[config.mk]
export PLATFORM = sky130hd
export DESIGN_NAME = ftpd_fifo
export DESIGN_NICKNAME = d
export VERILOG_FILES = /design/src/ftpd_pkg.sv /design/src/ftpd_fifo.sv
export SDC_FILE = /design/constraint.sdc
export NUM_CORES = 1
export LEC_CHECK = 0
export BUFFER_PORTS_ARGS = -buffer_cell sky130_fd_sc_hd__buf_4
export CORE_MARGIN = 2
export CORE_UTILIZATION = 30
export CTS_BUF_LIST = sky130_fd_sc_hd__clkbuf_16
export DETAILED_ROUTE_END_ITERATION = 8
export GPL_ROUTABILITY_DRIVEN = 0
export PLACE_DENSITY = 0.56
export SETUP_SLACK_MARGIN = 0.02
export SYNTH_ARGS = -nofsm -noshare
export SYNTH_HDL_FRONTEND = slang
export SYNTH_SLANG_ARGS = --single-unit
[constraint.sdc]
create_clock -name clk -period 3.95 [get_ports clk]
set_clock_uncertainty 0.05 [all_clocks]
set_input_delay 0.1975 -clock clk [delete_from_list [all_inputs] [get_ports clk]]
set_output_delay 0.1975 -clock clk [all_outputs]
set_load 0.03 [all_outputs]
[src/ftpd_pkg.sv]
// Package for the force/torque packet decoder: payload structs, queue entry,
// record layout constants, register map and result codes. No dependencies.
`default_nettype none

package ftpd_pkg;

  localparam int RecordBytes = 36;
  localparam int SeqLast     = 3;
  localparam int StatusLast  = 11;
  localparam int AxisFirst   = 12;
  localparam int Overlong    = 37;
  localparam int NumAxes     = 6;
  localparam int ForceAxes   = 3;
  localparam int PosW        = 6;
  localparam int AxisIdxW    = 3;
  localparam int WordW       = 32;
  localparam int GainW       = 40;
  localparam int AxisW       = 40;
  localparam int CountW      = 48;
  localparam int CfgDataW    = 64;
  localparam int CfgAddrW    = 4;
  localparam int QDepth      = 4;
  localparam int QPtrW       = 2;
  localparam int QCntW       = 3;

  localparam logic [GainW-1:0]  GainReset = 40'd281474977;
  localparam logic [CountW-1:0] CountMax  = {CountW{1'b1}};

  localparam logic REG_FORCE_GAIN  = 1'b0;
  localparam logic REG_TORQUE_GAIN = 1'b1;

  localparam logic [1:0] OUTCOME_GOOD       = 2'd0;
  localparam logic [1:0] OUTCOME_BAD_STATUS = 2'd1;
  localparam logic [1:0] OUTCOME_REJECT     = 2'd2;

  typedef struct packed {
    logic [7:0] data_byte;
    logic       end_of_packet;
    logic       source_ok;
  } in_item_t;

  typedef struct packed {
    logic [1:0]              outcome;
    logic [31:0]             sequence_number;
    logic signed [AxisW-1:0] force_x;
    logic signed [AxisW-1:0] force_y;
    logic signed [AxisW-1:0] force_z;
    logic signed [AxisW-1:0] torque_x;
    logic signed [AxisW-1:0] torque_y;
    logic signed [AxisW-1:0] torque_z;
    logic [CountW-1:0]       dropped_total;
    logic [CountW-1:0]       bad_status_total;
  } out_item_t;

  typedef struct packed {
    logic                is_axis;
    logic [AxisIdxW-1:0] axis_idx;
    logic                neg;
    logic [WordW-1:0]    mag;
    logic [GainW-1:0]    gain;
    logic                is_eop;
    logic                reject;
    logic                status_bad;
    logic [WordW-1:0]    seq;
  } task_t;

endpackage

`default_nettype wire

[src/ftpd_fifo.sv]
// Task queue between the front end and the back end, four entries in flops.
// Depends on ftpd_pkg.
`default_nettype none

module ftpd_fifo import ftpd_pkg::*; (
  input  wire logic  clk,
  input  wire logic  rst_n,
  input  wire logic  push,
  input  wire task_t push_task,
  input  wire logic  pop,
  output task_t      pop_task,
  output logic       full,
  output logic       empty
);

  task_t            mem_r [QDepth];
  logic [QPtrW-1:0] wr_ptr_r, wr_ptr_nxt;
  logic [QPtrW-1:0] rd_ptr_r, rd_ptr_nxt;
  logic [QCntW-1:0] cnt_r, cnt_nxt;

  assign full     = (cnt_r == QCntW'(QDepth));
  assign empty    = (cnt_r == '0);
  assign pop_task = mem_r[rd_ptr_r];

  always_comb begin
    wr_ptr_nxt = push ? wr_ptr_r + QPtrW'(1) : wr_ptr_r;
    rd_ptr_nxt = pop  ? rd_ptr_r + QPtrW'(1) : rd_ptr_r;
    cnt_nxt    = cnt_r + QCntW'(push) - QCntW'(pop);
  end

  always_ff @(posedge clk) begin
    if (push) begin
      mem_r[wr_ptr_r] <= push_task;
    end
  end

  always_ff @(posedge clk) begin
    if (!rst_n) begin
      wr_ptr_r <= '0;
      rd_ptr_r <= '0;
      cnt_r    <= '0;
    end else begin
      wr_ptr_r <= wr_ptr_nxt;
      rd_ptr_r <= rd_ptr_nxt;
      cnt_r    <= cnt_nxt;
    end
  end

endmodule

`default_nettype wire

==> parameters.txt, run 1 <==
Parameter                              Value

Run status
  Run status    complete, no violations

Synth
  Synthesized net count    ~750
  Cells after synthesis    628
  Adder-cell area share of the yosys netlist    0.00570
  Library cell with the largest summed area after synthesis    sky130_fd_sc_hd__edfxtp_1
  Distinct cell type count of the synthesized netlist    21
  Mux cell area share after synthesis    0.152
  Share of the yosys chip area belonging to registers    0.817
  Leading post-synthesis cells by cell area    sky130_fd_sc_hd__edfxtp_1 81%, sky130_fd_sc_hd__mux4_2 15%, sky130_fd_sc_hd__buf_12 1.1%, sky130_fd_sc_hd__dfxtp_1 1.1%, sky130_fd_sc_hd__ha_1 0.45%
  YS warnings    0
  Simple-gate share of the synthesized area    0.00450
  Most used flip-flop cell after synthesis    sky130_fd_sc_hd__edfxtp_1
  Share of Yosys cell area claimed by the top area cell type    0.806
  Fraction of synthesized cell area in xor and xnor cells    0.00247
  Avg Cell Area, Syn    ~27 um2
  Synthesis-stage register bit count    457
  Synthesized-area fraction occupied by ao, oa, aoi and oai cells    0.000900
  Post-synth EDFFs    448
  Fraction of registers with async set or reset after synthesis    0
  Main combinational cell family by area after synthesis    multiplexers
  Area of the mapped netlist    0.0167 mm2

STA
  Summed negative setup slack over all endpoints    0 ns
  Hold slack final    0.323 ns
  Final Max Tran Viols    0
  Share of the cycle needed by the critical path after routing    0.664
  Final hold violations    0
  Peak Freq    0.381 GHz
  Tightest slew margin relative to the limit    0.363
  PnR worst setup slack    ~1.3 ns
  Unrepaired setup endpoints after global routing    false
  Count of final setup violators    0
  Measured slew at the worst slew-check pin    ~0.96 ns
  Post-layout min period    2.62 ns

Pwr
  Max IR drop VDD    368 uV
  Total leakage power    7.43 nW
  Total power density per cell area    roughly 530 mW/mm2

Detailed routing
  Number of optimization iterations in the first detailed-route pass    4
  Average detailed-routed wire length per instance    19.5 um
  Remaining antenna violation count    0
  DR iter-0 viols    about 400
  Post-route DRC violation count    0
  Via total after detailed routing    7,771
  Routed wire length    35,000 um
  Via density per instance    4.33

Worst hold path
  Worst hold path startpoint    push_task[7]
  Class of the tightest hold or removal check    input port to register

Floorplan
  Initial Utilization    0.303
  Die width    240 um
  Row Count    86
  Die span in y    between 200 and 250 um
  Top-Level Pins    230
  Core Box Area    0.0551 mm2
  Area of the die    between 0.05 and 0.06 mm2

Worst setup path
  Critical Path Start Type    register
  Category of the worst setup path capture point    output port
  Critical Path Fanout Max    47
  Worst R2R Start    wr_ptr_r[1]
  Worst Setup Path Type    register to output port
  Data arrival time of the critical path    2.37 ns
  Worst Path Required    3.70 ns

Clocking
  CTS tree    built
  TritonCTS sink count    457
  CTS H-Tree Depth    2
  Clock tree buffer depth    3
  Clk slew on worst S/H paths    0.06 ns
  Root buffer selected by CTS    sky130_fd_sc_hd__clkbuf_16
  Total clock buffers created by CTS    between 40 and 50
  Setup repair bufs after CTS    0
  Clock insertion delay at the later pin of the skew report    0.56 ns

Finish
  Register Area    around 0.014 mm2
  Multi-input combinational cell area    between 0.002 and 0.003 mm2
  Filler Cells Inserted    4,992
  Final Core Density    0.399
  Relative area change from synthesis to final layout    31.9%
  Post-layout nets    1,134
  Non-filler cells in the finished layout    1,795
  Fraction of final layout cells with drive strength greater than 1    0.409

Job
  Maxcap violations    0

Placement
  Cell total after placement    1,595
  Detailed placement HPWL    around 20,000 um
  Number of port buffers    ~230
  Dpl ws    about 1.8 ns

Global route
  Grt total ovfl    0
  Via count of the first global-routing pass    ~8,600
  Tot GR Track Use    0.122
  Pin count of the biggest net entering global routing    55
  Wire length of the first global-routing pass    around 52,000 um
  Initial antenna violation count    1
path summary, 6_finish.rpt:
| kind | to | slack (ns) | cells past startpoint |
|---|---|---|---|
| max | pop_task[111] | 1.33 | 3 |
| max reg2reg | mem_r[1][100] | 1.83 | 4 |
| min | mem_r[2][7] | 0.32 | 2 |
| min reg2reg | register | 0.48 | 2 |
where the power goes:
part / internal [mW] / switching, mW / total, mW / leakage [nW]
logic: 0.672 / 0.850 / 1.52 / 2.44
registers: 5.57 / 0.0694 / 5.64 / 4.19
clock network: 2.69 / 1.77 / 4.45 / 0.794
total: 8.93 / 2.69 / 11.6 / 7.43
repair_timing:
| item | CTS | global route |
|---|---|---|
| gates resized for setup | 0 | 0 |
| endpoints found under the hold margin | 457 | 0 |
| hold buffers | 115 | 0 |
critical path: stages, from the launching register on:
cell,delay [ns]
sky130_fd_sc_hd__dfxtp_4,0.79
sky130_fd_sc_hd__buf_12,0.37
sky130_fd_sc_hd__mux4_2,0.40
sky130_fd_sc_hd__buf_4,0.19
per-layer routing:
metal / GRT usage / vias up / share of wire
li1: - / 3474 / -
met1: 0.163 / 4033 / 0.45
met2: 0.194 / 215 / 0.48
met3: 0.0352 / 49 / 0.060
met4: 0.0331 / 0 / 0.019
met5: 0 / - / 0
Yosys cell counts, drive strengths merged (2+ instances only):
cell type and n:
and2 6, buf 25, edfxtp 448, mux4 112, ha 6, xnor2 2
dfxtp 9, inv 7, nor2 5
state kept, by name, indices dropped and copies added, names as in the netlist, named ones only:
name      count
wr_ptr_r      2
rd_ptr_r      2
cnt_r         3
mem_r       448
cells in the final DEF (no fill, tap or decap):
cell / instances
sky130_fd_sc_hd__buf_4: 237
sky130_fd_sc_hd__dlygate4sd3_1: 115
sky130_fd_sc_hd__mux4_2: 112
sky130_fd_sc_hd__a21oi_1: 1
sky130_fd_sc_hd__fa_1: 1
sky130_fd_sc_hd__clkinvlp_4: 3
sky130_fd_sc_hd__mux2i_1: 1
sky130_fd_sc_hd__nand3b_1: 1
sky130_fd_sc_hd__dfxtp_4: 2
sky130_fd_sc_hd__edfxtp_1: 448
sky130_fd_sc_hd__bufinv_16: 7
sky130_fd_sc_hd__a21bo_2: 1
sky130_fd_sc_hd__buf_12: 7
sky130_fd_sc_hd__xor3_1: 1
sky130_fd_sc_hd__and2_1: 2
sky130_fd_sc_hd__diode_2: 1
sky130_fd_sc_hd__nor3_1: 1
sky130_fd_sc_hd__and2_4: 4
sky130_fd_sc_hd__xnor2_1: 2
sky130_fd_sc_hd__ha_1: 6
sky130_fd_sc_hd__nor2_1: 5
sky130_fd_sc_hd__clkinv_1: 9
sky130_fd_sc_hd__inv_1: 17
sky130_fd_sc_hd__and3_1: 1
sky130_fd_sc_hd__clkbuf_16: 49
sky130_fd_sc_hd__clkinv_2: 6
sky130_fd_sc_hd__dfxtp_1: 7
layout make-up:
| type | instances | area share |
|---|---|---|
| clock buffer | 49 | 0.0557 |
| multi-input combinational | 139 | 0.126 |
| sequential | 457 | 0.620 |
| antenna | 1 | 0.000114 |
| tap | 748 | 0.0425 |
| clock inverter | 35 | 0.0152 |
| inverter | 7 | 0.00119 |
| timing repair buffer | 359 | 0.140 |
stage by stage:
| stage | power, mW | area, um2 |
|---|---|---|
| finish | 11.6 | 22000 |
| global route | 12.1 | 22000 |
| CTS | 11.8 | 22000 |
| detailed placement | 7.21 | 19300 |
| global placement | 7.20 | 19300 |
| floorplan | 6.65 | 16700 |
cell families (layout without fill, tap and decap cells):
kind of cell,count (synthesis),after routing
flops,457,457
mux,113,113
buf+inv,32,450
simple gates,14,14
fa+ha+maj,7,7
xor+xnor,3,3
compound gates,2,2
other cells,0,1
Note: power is estimated with default switching activity, not from simulation.
==> run 2: changes to the inputs <==
--- a/config.mk
+++ b/config.mk
@@ -5,6 +5,7 @@
 export SDC_FILE = /design/constraint.sdc
 export NUM_CORES = 1
 export LEC_CHECK = 0
+export ABC_AREA = 1
 export BUFFER_PORTS_ARGS = -buffer_cell sky130_fd_sc_hd__buf_4
 export CORE_MARGIN = 2
 export CORE_UTILIZATION = 30
==> constraint.sdc (replaced) <==
create_clock -name clk -period 2.45 [get_ports clk]
set_clock_uncertainty 0.05 [all_clocks]
set_input_delay 0.1225 -clock clk [delete_from_list [all_inputs] [get_ports clk]]
set_output_delay 0.1225 -clock clk [all_outputs]
set_load 0.03 [all_outputs]
==> run 2 against run 1 <==
Effect of this change:
- register-to-register slack worse by 1.1 ns
- sequential power up 60%
- synthesized cell count is 120% higher
- global-route usage increased by 0.062 points
- setup slack got worse by 1.2 ns
- sequential cell count unchanged
- sequential share of layout area shrank 4.1 points
- final area rose by 7.0%
- die area increased by 8.4%
- combinational power up 64%
- largest cell class unchanged
- highest routed layer is now met5
==> parameters.txt, run 2 <==
Parameter                              Value

Run status
  Run status    complete, no violations

Finish
  Register with the most flip-flops    mem_r
  Post-route standard cell area excluding fillers    0.0235 mm2 (+7.0%)
  Post-layout nets    1,851 (+63%)
  Filler Cells Inserted    5,634 (+13%)
  Most common cell after layout, fill and taps aside    sky130_fd_sc_hd__edfxtp_1
  Non-filler cells in the finished layout    2,549 (+42%)
  Register Area    0.0136 mm2 (about the same)
  Multi-input combinational cell area    0.00302 mm2 (+9.1%)
  Relative area change from synthesis to final layout    30.0%
  Fraction of final layout cells with drive strength greater than 1    0.202 (-0.208)
  Commonest non-fill, non-tap cells in the layout    448 x sky130_fd_sc_hd__edfxtp_1, 255 x sky130_fd_sc_hd__buf_4, 248 x sky130_fd_sc_hd__inv_1, 230 x sky130_fd_sc_hd__nand2_1, 118 x sky130_fd_sc_hd__a21oi_1
  Largest register FFs    448 (unchanged)
  Biggest regs    mem_r x448, cnt_r x3

Worst setup path
  Critical Path, Cell by Cell    buf_16 > buf_4 > nand2_1 > o211ai_1 > nand2_1 > buf_4
  Count of cells along the worst register-to-register path    7 (+3)
  Worst Setup Path Type    register to output port
  Reg-to-reg endpoint    cnt_r[2]
  Cell with the largest stage delay on the worst path    sky130_fd_sc_hd__dfxtp_4
  Setup slack of the worst register-to-register path    0.74 ns (-1.09 ns)
  Critical Path Fanout Max    70 (+49%)
  Max stage delay on crit path    0.49 ns (-0.30 ns)
  Worst Path Required    2.28 ns (-1.42 ns)
  Critical Path Start Type    register
  Category of the worst setup path capture point    output port
  CP top delay family    buffers and inverters
  Number of buffer and inverter instances along the worst setup path    3 (+1)
  Worst R2R Start    cnt_r[0]
  Data arrival time of the critical path    2.11 ns (-0.26 ns)

Pwr
  Total leakage power    9.11 nW (+23%)
  Max IR drop VDD    624 uV (+70%)
  Total power density per cell area    786 mW/mm2 (+49%)
  Power after layout    18.5 mW (+59%)

Synth
  Fraction of registers with async set or reset after synthesis    0 (unchanged)
  Synthesized net count    1,485 (+98%)
  Most used standard cells in the synthesized netlist    448 x sky130_fd_sc_hd__edfxtp_1, 239 x sky130_fd_sc_hd__inv_1, 234 x sky130_fd_sc_hd__nand2_1
  Library cell with the largest summed area after synthesis    sky130_fd_sc_hd__edfxtp_1
  Cells after synthesis    1,362 (+120%)
  Share of the yosys chip area belonging to registers    0.753 (-0.0642)
  Leading post-synthesis cells by cell area    sky130_fd_sc_hd__edfxtp_1 74%, sky130_fd_sc_hd__inv_1 5.0%, sky130_fd_sc_hd__nand2_1 4.8%, sky130_fd_sc_hd__o211ai_1 4.6%, sky130_fd_sc_hd__a21oi_1 3.3%
  Distinct cell type count of the synthesized netlist    17 (-19%)
  YS warnings    0 (unchanged)
  Synthesis-stage register bit count    457 (unchanged)
  Post-synth EDFFs    448 (unchanged)
  Most used flip-flop cell after synthesis    sky130_fd_sc_hd__edfxtp_1
  Area of the mapped netlist    0.0181 mm2 (+8.5%)
  Share of Yosys cell area claimed by the top area cell type    0.743 (-0.0633)
  Avg Cell Area, Syn    13.3 um2 (-50%)
  Dominant cell by count in the synthesized netlist    sky130_fd_sc_hd__edfxtp_1

STA
  Hold slack final    0.253 ns (-0.0705 ns)
  Share of the cycle needed by the critical path after routing    0.932
  Measured slew at the worst slew-check pin    0.448 ns (-0.507 ns)
  Final hold violations    0 (unchanged)
  Tightest slew margin relative to the limit    0.701 (+0.338)
  Unrepaired setup endpoints after global routing    true
  Count of final setup violators    0 (unchanged)
  Summed negative setup slack over all endpoints    0 ns (unchanged)
  Peak Freq    0.438 GHz
  Final Max Tran Viols    0 (unchanged)
  Post-layout min period    2.28 ns

Detailed routing
  Via density per instance    4.34 (+0.22%)
  Average detailed-routed wire length per instance    15.1 um (-23%)
  Post-route DRC violation count    0 (unchanged)
  Via total after detailed routing    11,100 (+42%)
  Number of optimization iterations in the first detailed-route pass    5 (+1)
  Remaining antenna violation count    0 (unchanged)
  DR iter-0 viols    574 (+48%)
  Routed wire length    38,500 um (+10%)

Floorplan
  Top-Level Pins    230 (unchanged)
  Initial Utilization    0.302 (-0.00116)
  Core Box Area    0.0600 mm2 (+8.9%)
  Die span in y    250 um (+4.1%)
  Area of the die    0.0624 mm2 (+8.4%)
  Row Count    90 (+4.7%)
  Die width    250 um (+4.1%)

Clocking
  Root buffer selected by CTS    sky130_fd_sc_hd__clkbuf_16
  Clk slew on worst S/H paths    0.06 ns (about the same)
  CTS H-Tree Depth    2 (unchanged)
  Total clock buffers created by CTS    49 (+4.3%)
  Clock insertion delay at the later pin of the skew report    0.56 ns (about the same)
  Clock tree buffer depth    3 (unchanged)
  TritonCTS sink count    457 (unchanged)
  CTS tree    built

Global route
  Wire length of the first global-routing pass    60,700 um (+16%)
  Tot GR Track Use    0.122 (+0.000624)
  Pin count of the biggest net entering global routing    79 (+44%)
  Initial antenna violation count    2 (+1)
  Grt total ovfl    0 (unchanged)
  Via count of the first global-routing pass    11,200 (+30%)

Worst hold path
  Worst Hold Depth    2 (unchanged)
  Worst hold path startpoint    push_task[30]
  Class of the tightest hold or removal check    input port to register
  Hold-critical path endpoint    mem_r[1][30]

Placement
  Cell Area, Placed    0.0208 mm2 (+8.1%)
  Detailed placement HPWL    23,000 um (+12%)
  Cell total after placement    2,343 (+47%)
  Number of port buffers    229 (unchanged)

Job
  Maxcap violations    0 (unchanged)
==> run 2: cell count changes in the layout (fill, tap and decap cells not counted), sizes merged, moves of 3 or more <==
cell    previous run  this run
and2               6         0
nand2              0       234
mux4             112         0
o211ai             0       112
o21ai              0       116
inv               17       252
a21oi              1       118
nor2               5         2
buf              244       274
bufinv             7         3
==> run 2: logic make-up (layout without fill, tap and decap cells) <==
| family | after synthesis | count (layout) | share of synthesized area |
|---|---|---|---|
| AOI/OAI and AO/OA | 346 | 346 | 0.111 |
| other | 0 | 1 | 0 |
| DFF | 457 | 457 | 0.753 |
| adders and majority gates | 7 | 7 | 0.00525 |
| and+or+nand+nor | 238 | 238 | 0.0495 |
| buffers and inverters | 314 | 718 | 0.0815 |
==> run 2: cell type report <==
cell class | count | area share
flip-flops and latches | 457 | 0.579
repair buffers | 390 | 0.147
multi-input cells | 591 | 0.128
clock buffers | 51 | 0.0542
well taps | 782 | 0.0416
inverters | 239 | 0.0387
clock inverters | 38 | 0.0107
diodes | 1 | 0.000106
==> run 2: worst max-delay path by stage <==
stage | cells past startpoint | slack, ns | to
after global routing | 6 | 0.01 | pop_task[38]
after CTS | 6 | 0.12 | pop_task[76]
final | 6 | 0.17 | pop_task[0]
after global placement | 6 | 0.76 | pop_task[97]
after detailed placement | 6 | 0.75 | pop_task[98]
after floorplan | 4 | -0.24 | mem_r[0][0]
==> run 2: power breakdown <==
part	total [mW]	switching, mW	internal (mW)
registers	9.04	0.0956	8.95
clock network	6.97	2.91	4.06
logic	2.49	1.55	0.932
total	18.5	4.56	13.9
==> run 2: timing repair <==
| item | CTS | global route |
|---|---|---|
| setup endpoints to repair | 0 | 3 |
| setup buffers | 0 | 0 |
| hold buffers | 116 | 0 |
| resized for setup | 0 | 1 |
| endpoints found under the hold margin | 457 | 0 |
==> run 2: routing by layer <==
| layer | part of all wire | GRT usage | routed length (um) | up-vias |
|---|---|---|---|---|
| met5 | 0.00034 | 0 | 13 | - |
| met3 | 0.047 | 0.0280 | 1790 | 63 |
| met2 | 0.49 | 0.211 | 19000 | 208 |
| met1 | 0.44 | 0.153 | 16900 | 5302 |
| met4 | 0.020 | 0.0336 | 773 | 2 |
| li1 | - | - | - | 5485 |
==> run 2: stage by stage <==
| stage | setup WS, ns | util |
|---|---|---|
| 3_5_place_dp | 0.749 | 0.347 |
| 2_1_floorplan | -0.245 | - |
| 4_1_cts | 0.118 | 0.392 |
| 5_1_grt | 0.0102 | 0.392 |
| 6_report | 0.167 | 0.392 |
| 3_3_place_gp | 0.763 | 0.347 |
==> run 3: changes to the inputs <==
--- a/config.mk
+++ b/config.mk
@@ -12,7 +12,7 @@
 export CTS_BUF_LIST = sky130_fd_sc_hd__clkbuf_16
 export DETAILED_ROUTE_END_ITERATION = 8
 export GPL_ROUTABILITY_DRIVEN = 0
-export PLACE_DENSITY = 0.56
+export PLACE_DENSITY = 0.58
 export SETUP_SLACK_MARGIN = 0.02
 export SYNTH_ARGS = -nofsm -noshare
 export SYNTH_HDL_FRONTEND = slang
==> constraint.sdc (replaced) <==
create_clock -name clk -period 2.1 [get_ports clk]
set_clock_uncertainty 0.05 [all_clocks]
set_input_delay 0.105 -clock clk [delete_from_list [all_inputs] [get_ports clk]]
set_output_delay 0.105 -clock clk [all_outputs]
set_load 0.03 [all_outputs]
==> run 3 against run 2 <==
Effect of this change:
- global-route usage is 0.18 points higher
- critical path depth is 1 higher
- die area stayed put
- clock power is 25% higher
- non-clock buffer count is 19 higher
- via count is 3.3% higher
- hold slack worse by 0.046 ns
- critical path type unchanged
==> parameters.txt, run 3 (same netlist as run 2, synthesis figures left out) <==
Parameter                              Value

Worst setup path
  Worst Path Required    1.95 ns (-0.33 ns)
  Setup slack of the worst register-to-register path    0.46 ns (-0.28 ns)
  Data arrival time of the critical path    1.90 ns (-0.21 ns)
  Category of the worst setup path capture point    output port
  Critical Path Start Type    register
  Worst Setup Path Type    register to output port
  Critical Path Fanout Max    7 (-90%)

Finish
  Fraction of final layout cells with drive strength greater than 1    0.236 (+0.0340)
  Most common cell after layout, fill and taps aside    sky130_fd_sc_hd__edfxtp_1
  Commonest non-fill, non-tap cells in the layout    448 x sky130_fd_sc_hd__edfxtp_1, 241 x sky130_fd_sc_hd__inv_1, 225 x sky130_fd_sc_hd__nand2_1, 172 x sky130_fd_sc_hd__buf_4, 116 x sky130_fd_sc_hd__dlygate4sd3_1
  Final Core Density    0.410 (+0.0176)
  Relative area change from synthesis to final layout    35.8%
  Post-layout nets    1,870 (+1.0%)
  Register Area    0.0136 mm2 (unchanged)
  Largest register FFs    448 (unchanged)
  Filler Cells Inserted    5,488 (-2.6%)
  Biggest regs    mem_r x448, cnt_r x3
  Post-route standard cell area excluding fillers    0.0246 mm2 (+4.5%)
  Register with the most flip-flops    mem_r
  Multi-input combinational cell area    0.00316 mm2 (+4.6%)

Global route
  Initial antenna violation count    6 (+4)
  Wire length of the first global-routing pass    61,200 um (+0.88%)
  Tot GR Track Use    0.124 (+0.00184)
  Pin count of the biggest net entering global routing    105 (+33%)
  Via count of the first global-routing pass    11,200 (-0.69%)
  Grt total ovfl    0 (unchanged)

Detailed routing
  Remaining antenna violation count    0 (unchanged)
  DR iter-0 viols    651 (+13%)
  Routed wire length    42,700 um (+11%)
  Number of optimization iterations in the first detailed-route pass    5 (unchanged)
  Post-route DRC violation count    0 (unchanged)
  Via density per instance    4.44 (+2.4%)
  Via total after detailed routing    11,400 (+3.3%)
  Average detailed-routed wire length per instance    16.6 um (+10%)

STA
  Unrepaired setup endpoints after global routing    true
  Measured slew at the worst slew-check pin    0.567 ns (+0.119 ns)
  Count of final setup violators    0 (unchanged)
  Final Max Tran Viols    0 (unchanged)
  Post-layout min period    ~2 ns
  Final hold violations    0 (unchanged)
  Peak Freq    0.488 GHz
  Tightest slew margin relative to the limit    0.622 (-0.0794)
  Share of the cycle needed by the critical path after routing    0.976

Placement
  Cell Area, Placed    0.0207 mm2 (-0.54%)
  Number of port buffers    229 (unchanged)
  Detailed placement HPWL    22,100 um (-3.8%)

Floorplan
  Top-Level Pins    230 (unchanged)
  Die width    250 um (unchanged)
  Area of the die    0.0624 mm2 (unchanged)
  Die span in y    250 um (unchanged)
  Row Count    90 (unchanged)
  Initial Utilization    0.302 (unchanged)
  Core Box Area    0.0600 mm2 (unchanged)

Pwr
  Switching fraction of total power    0.250 (+0.00346)
  Total leakage power    9.48 nW (+4.1%)
  Sequential group share of total power    0.466 (-0.023)
  Fraction of power consumed by combinational cells    0.149 (+0.015)
  Internal    17.0 mW (+22%)
  Total power density per cell area    918 mW/mm2 (+17%)
  Switching component of the power    5.65 mW (+24%)
  Clk pwr share    0.385 (+0.008)
  Power after layout    22.6 mW (+22%)
  Max IR drop VDD    658 uV (+5.5%)

Clocking
  Clock insertion delay at the later pin of the skew report    0.57 ns (about the same)
  CTS tree    built
  CTS H-Tree Depth    2 (unchanged)
  Clk slew on worst S/H paths    0.06 ns (about the same)
  Root buffer selected by CTS    sky130_fd_sc_hd__clkbuf_16
  TritonCTS sink count    457 (unchanged)
  Clock tree buffer depth    3 (unchanged)
  Total clock buffers created by CTS    49 (unchanged)

Run status
  Run status    complete, no violations

Job
  Maxcap violations    0 (unchanged)

Worst hold path
  Class of the tightest hold or removal check    input port to register
==> run 3: changes by cell type in the layout (fill, tap and decap cells not counted), moves of 5 or more <==
cell	before	now
sky130_fd_sc_hd__clkbuf_16	51	63
sky130_fd_sc_hd__inv_6	1	6
sky130_fd_sc_hd__buf_8	0	7
sky130_fd_sc_hd__buf_4	255	172
sky130_fd_sc_hd__a21oi_1	118	86
sky130_fd_sc_hd__a21oi_2	0	31
sky130_fd_sc_hd__buf_6	0	78
sky130_fd_sc_hd__o21ai_0	26	16
sky130_fd_sc_hd__inv_1	248	241
sky130_fd_sc_hd__nand2_2	4	9
sky130_fd_sc_hd__nand2_1	230	225
sky130_fd_sc_hd__o21ai_1	90	100
==> run 3: critical path, stage by stage (launching register included) <==
cell and delay (ns):
sky130_fd_sc_hd__dfxtp_4 0.36, sky130_fd_sc_hd__buf_8 0.14, sky130_fd_sc_hd__buf_6 0.11, sky130_fd_sc_hd__buf_6 0.12
sky130_fd_sc_hd__buf_6 0.13, sky130_fd_sc_hd__o211ai_1 0.19, sky130_fd_sc_hd__nand2_1 0.11, sky130_fd_sc_hd__buf_6 0.16
==> run 3: timing repair <==
item | in CTS | in global routing
setup buffers | 6 | 8
hold endpoints to repair | 457 | 0
hold buffers | 116 | 0
pin swaps | 7 | 66
cloned | 1 | 20
resized for setup | 24 | 123
setup endpoints to repair | 91 | 104
==> run 3: per-stage QoR <==
stage | hold WS [ns] | setup TNS (ns) | instances | worst slack (ns)
floorplan | 0.147 | -261.47 | 1362 | -0.595
global placement | 0.254 | 0 | 2328 | 0.416
detailed placement | 0.258 | 0 | 2328 | 0.451
CTS | 0.152 | -0.0929 | 2542 | -0.0162
global route | 0.173 | -0.542 | 2572 | -0.0636
finish | 0.206 | 0 | 2572 | 0.0495
==> run 3: cell type report <==
class | instances | share of cell area
Inverter | 239 | 0.0371
Sequential cell | 457 | 0.555
Multi-Input combinational cell | 591 | 0.128
Antenna cell | 3 | 0.000305
Tap cell | 782 | 0.0398
Clock inverter | 42 | 0.0167
Timing Repair Buffer | 409 | 0.173
Clock buffer | 49 | 0.0498
==> run 3: path summary, 6_finish.rpt <==
kind,startpoint,to,cells after the start
min,push_task[15],mem_r[0][15],2
max reg2reg,cnt_r[0],cnt_r[2],8
min reg2reg,rd_ptr_r[1],register,2
max,register,pop_task[8],7
==> run 3: routing by layer <==
layer  vias to the layer above  GRT usage  wire, um
li1                       5544          -         -
met1                      5578      0.153     18600
met2                       237      0.214     21000
met3                        64     0.0330      2230
met4                         6     0.0351       783
met5                         -          0        44
==> run 3: power by group through the flow <==
stage	Sequential (mW)	Combinational, mW	Clock, mW
floorplan	10.7	1.65	0
global placement	10.7	2.72	0
detailed placement	10.7	2.75	0
CTS	10.5	3.02	8.99
global route	10.6	3.62	9.32
finish	10.5	3.36	8.71
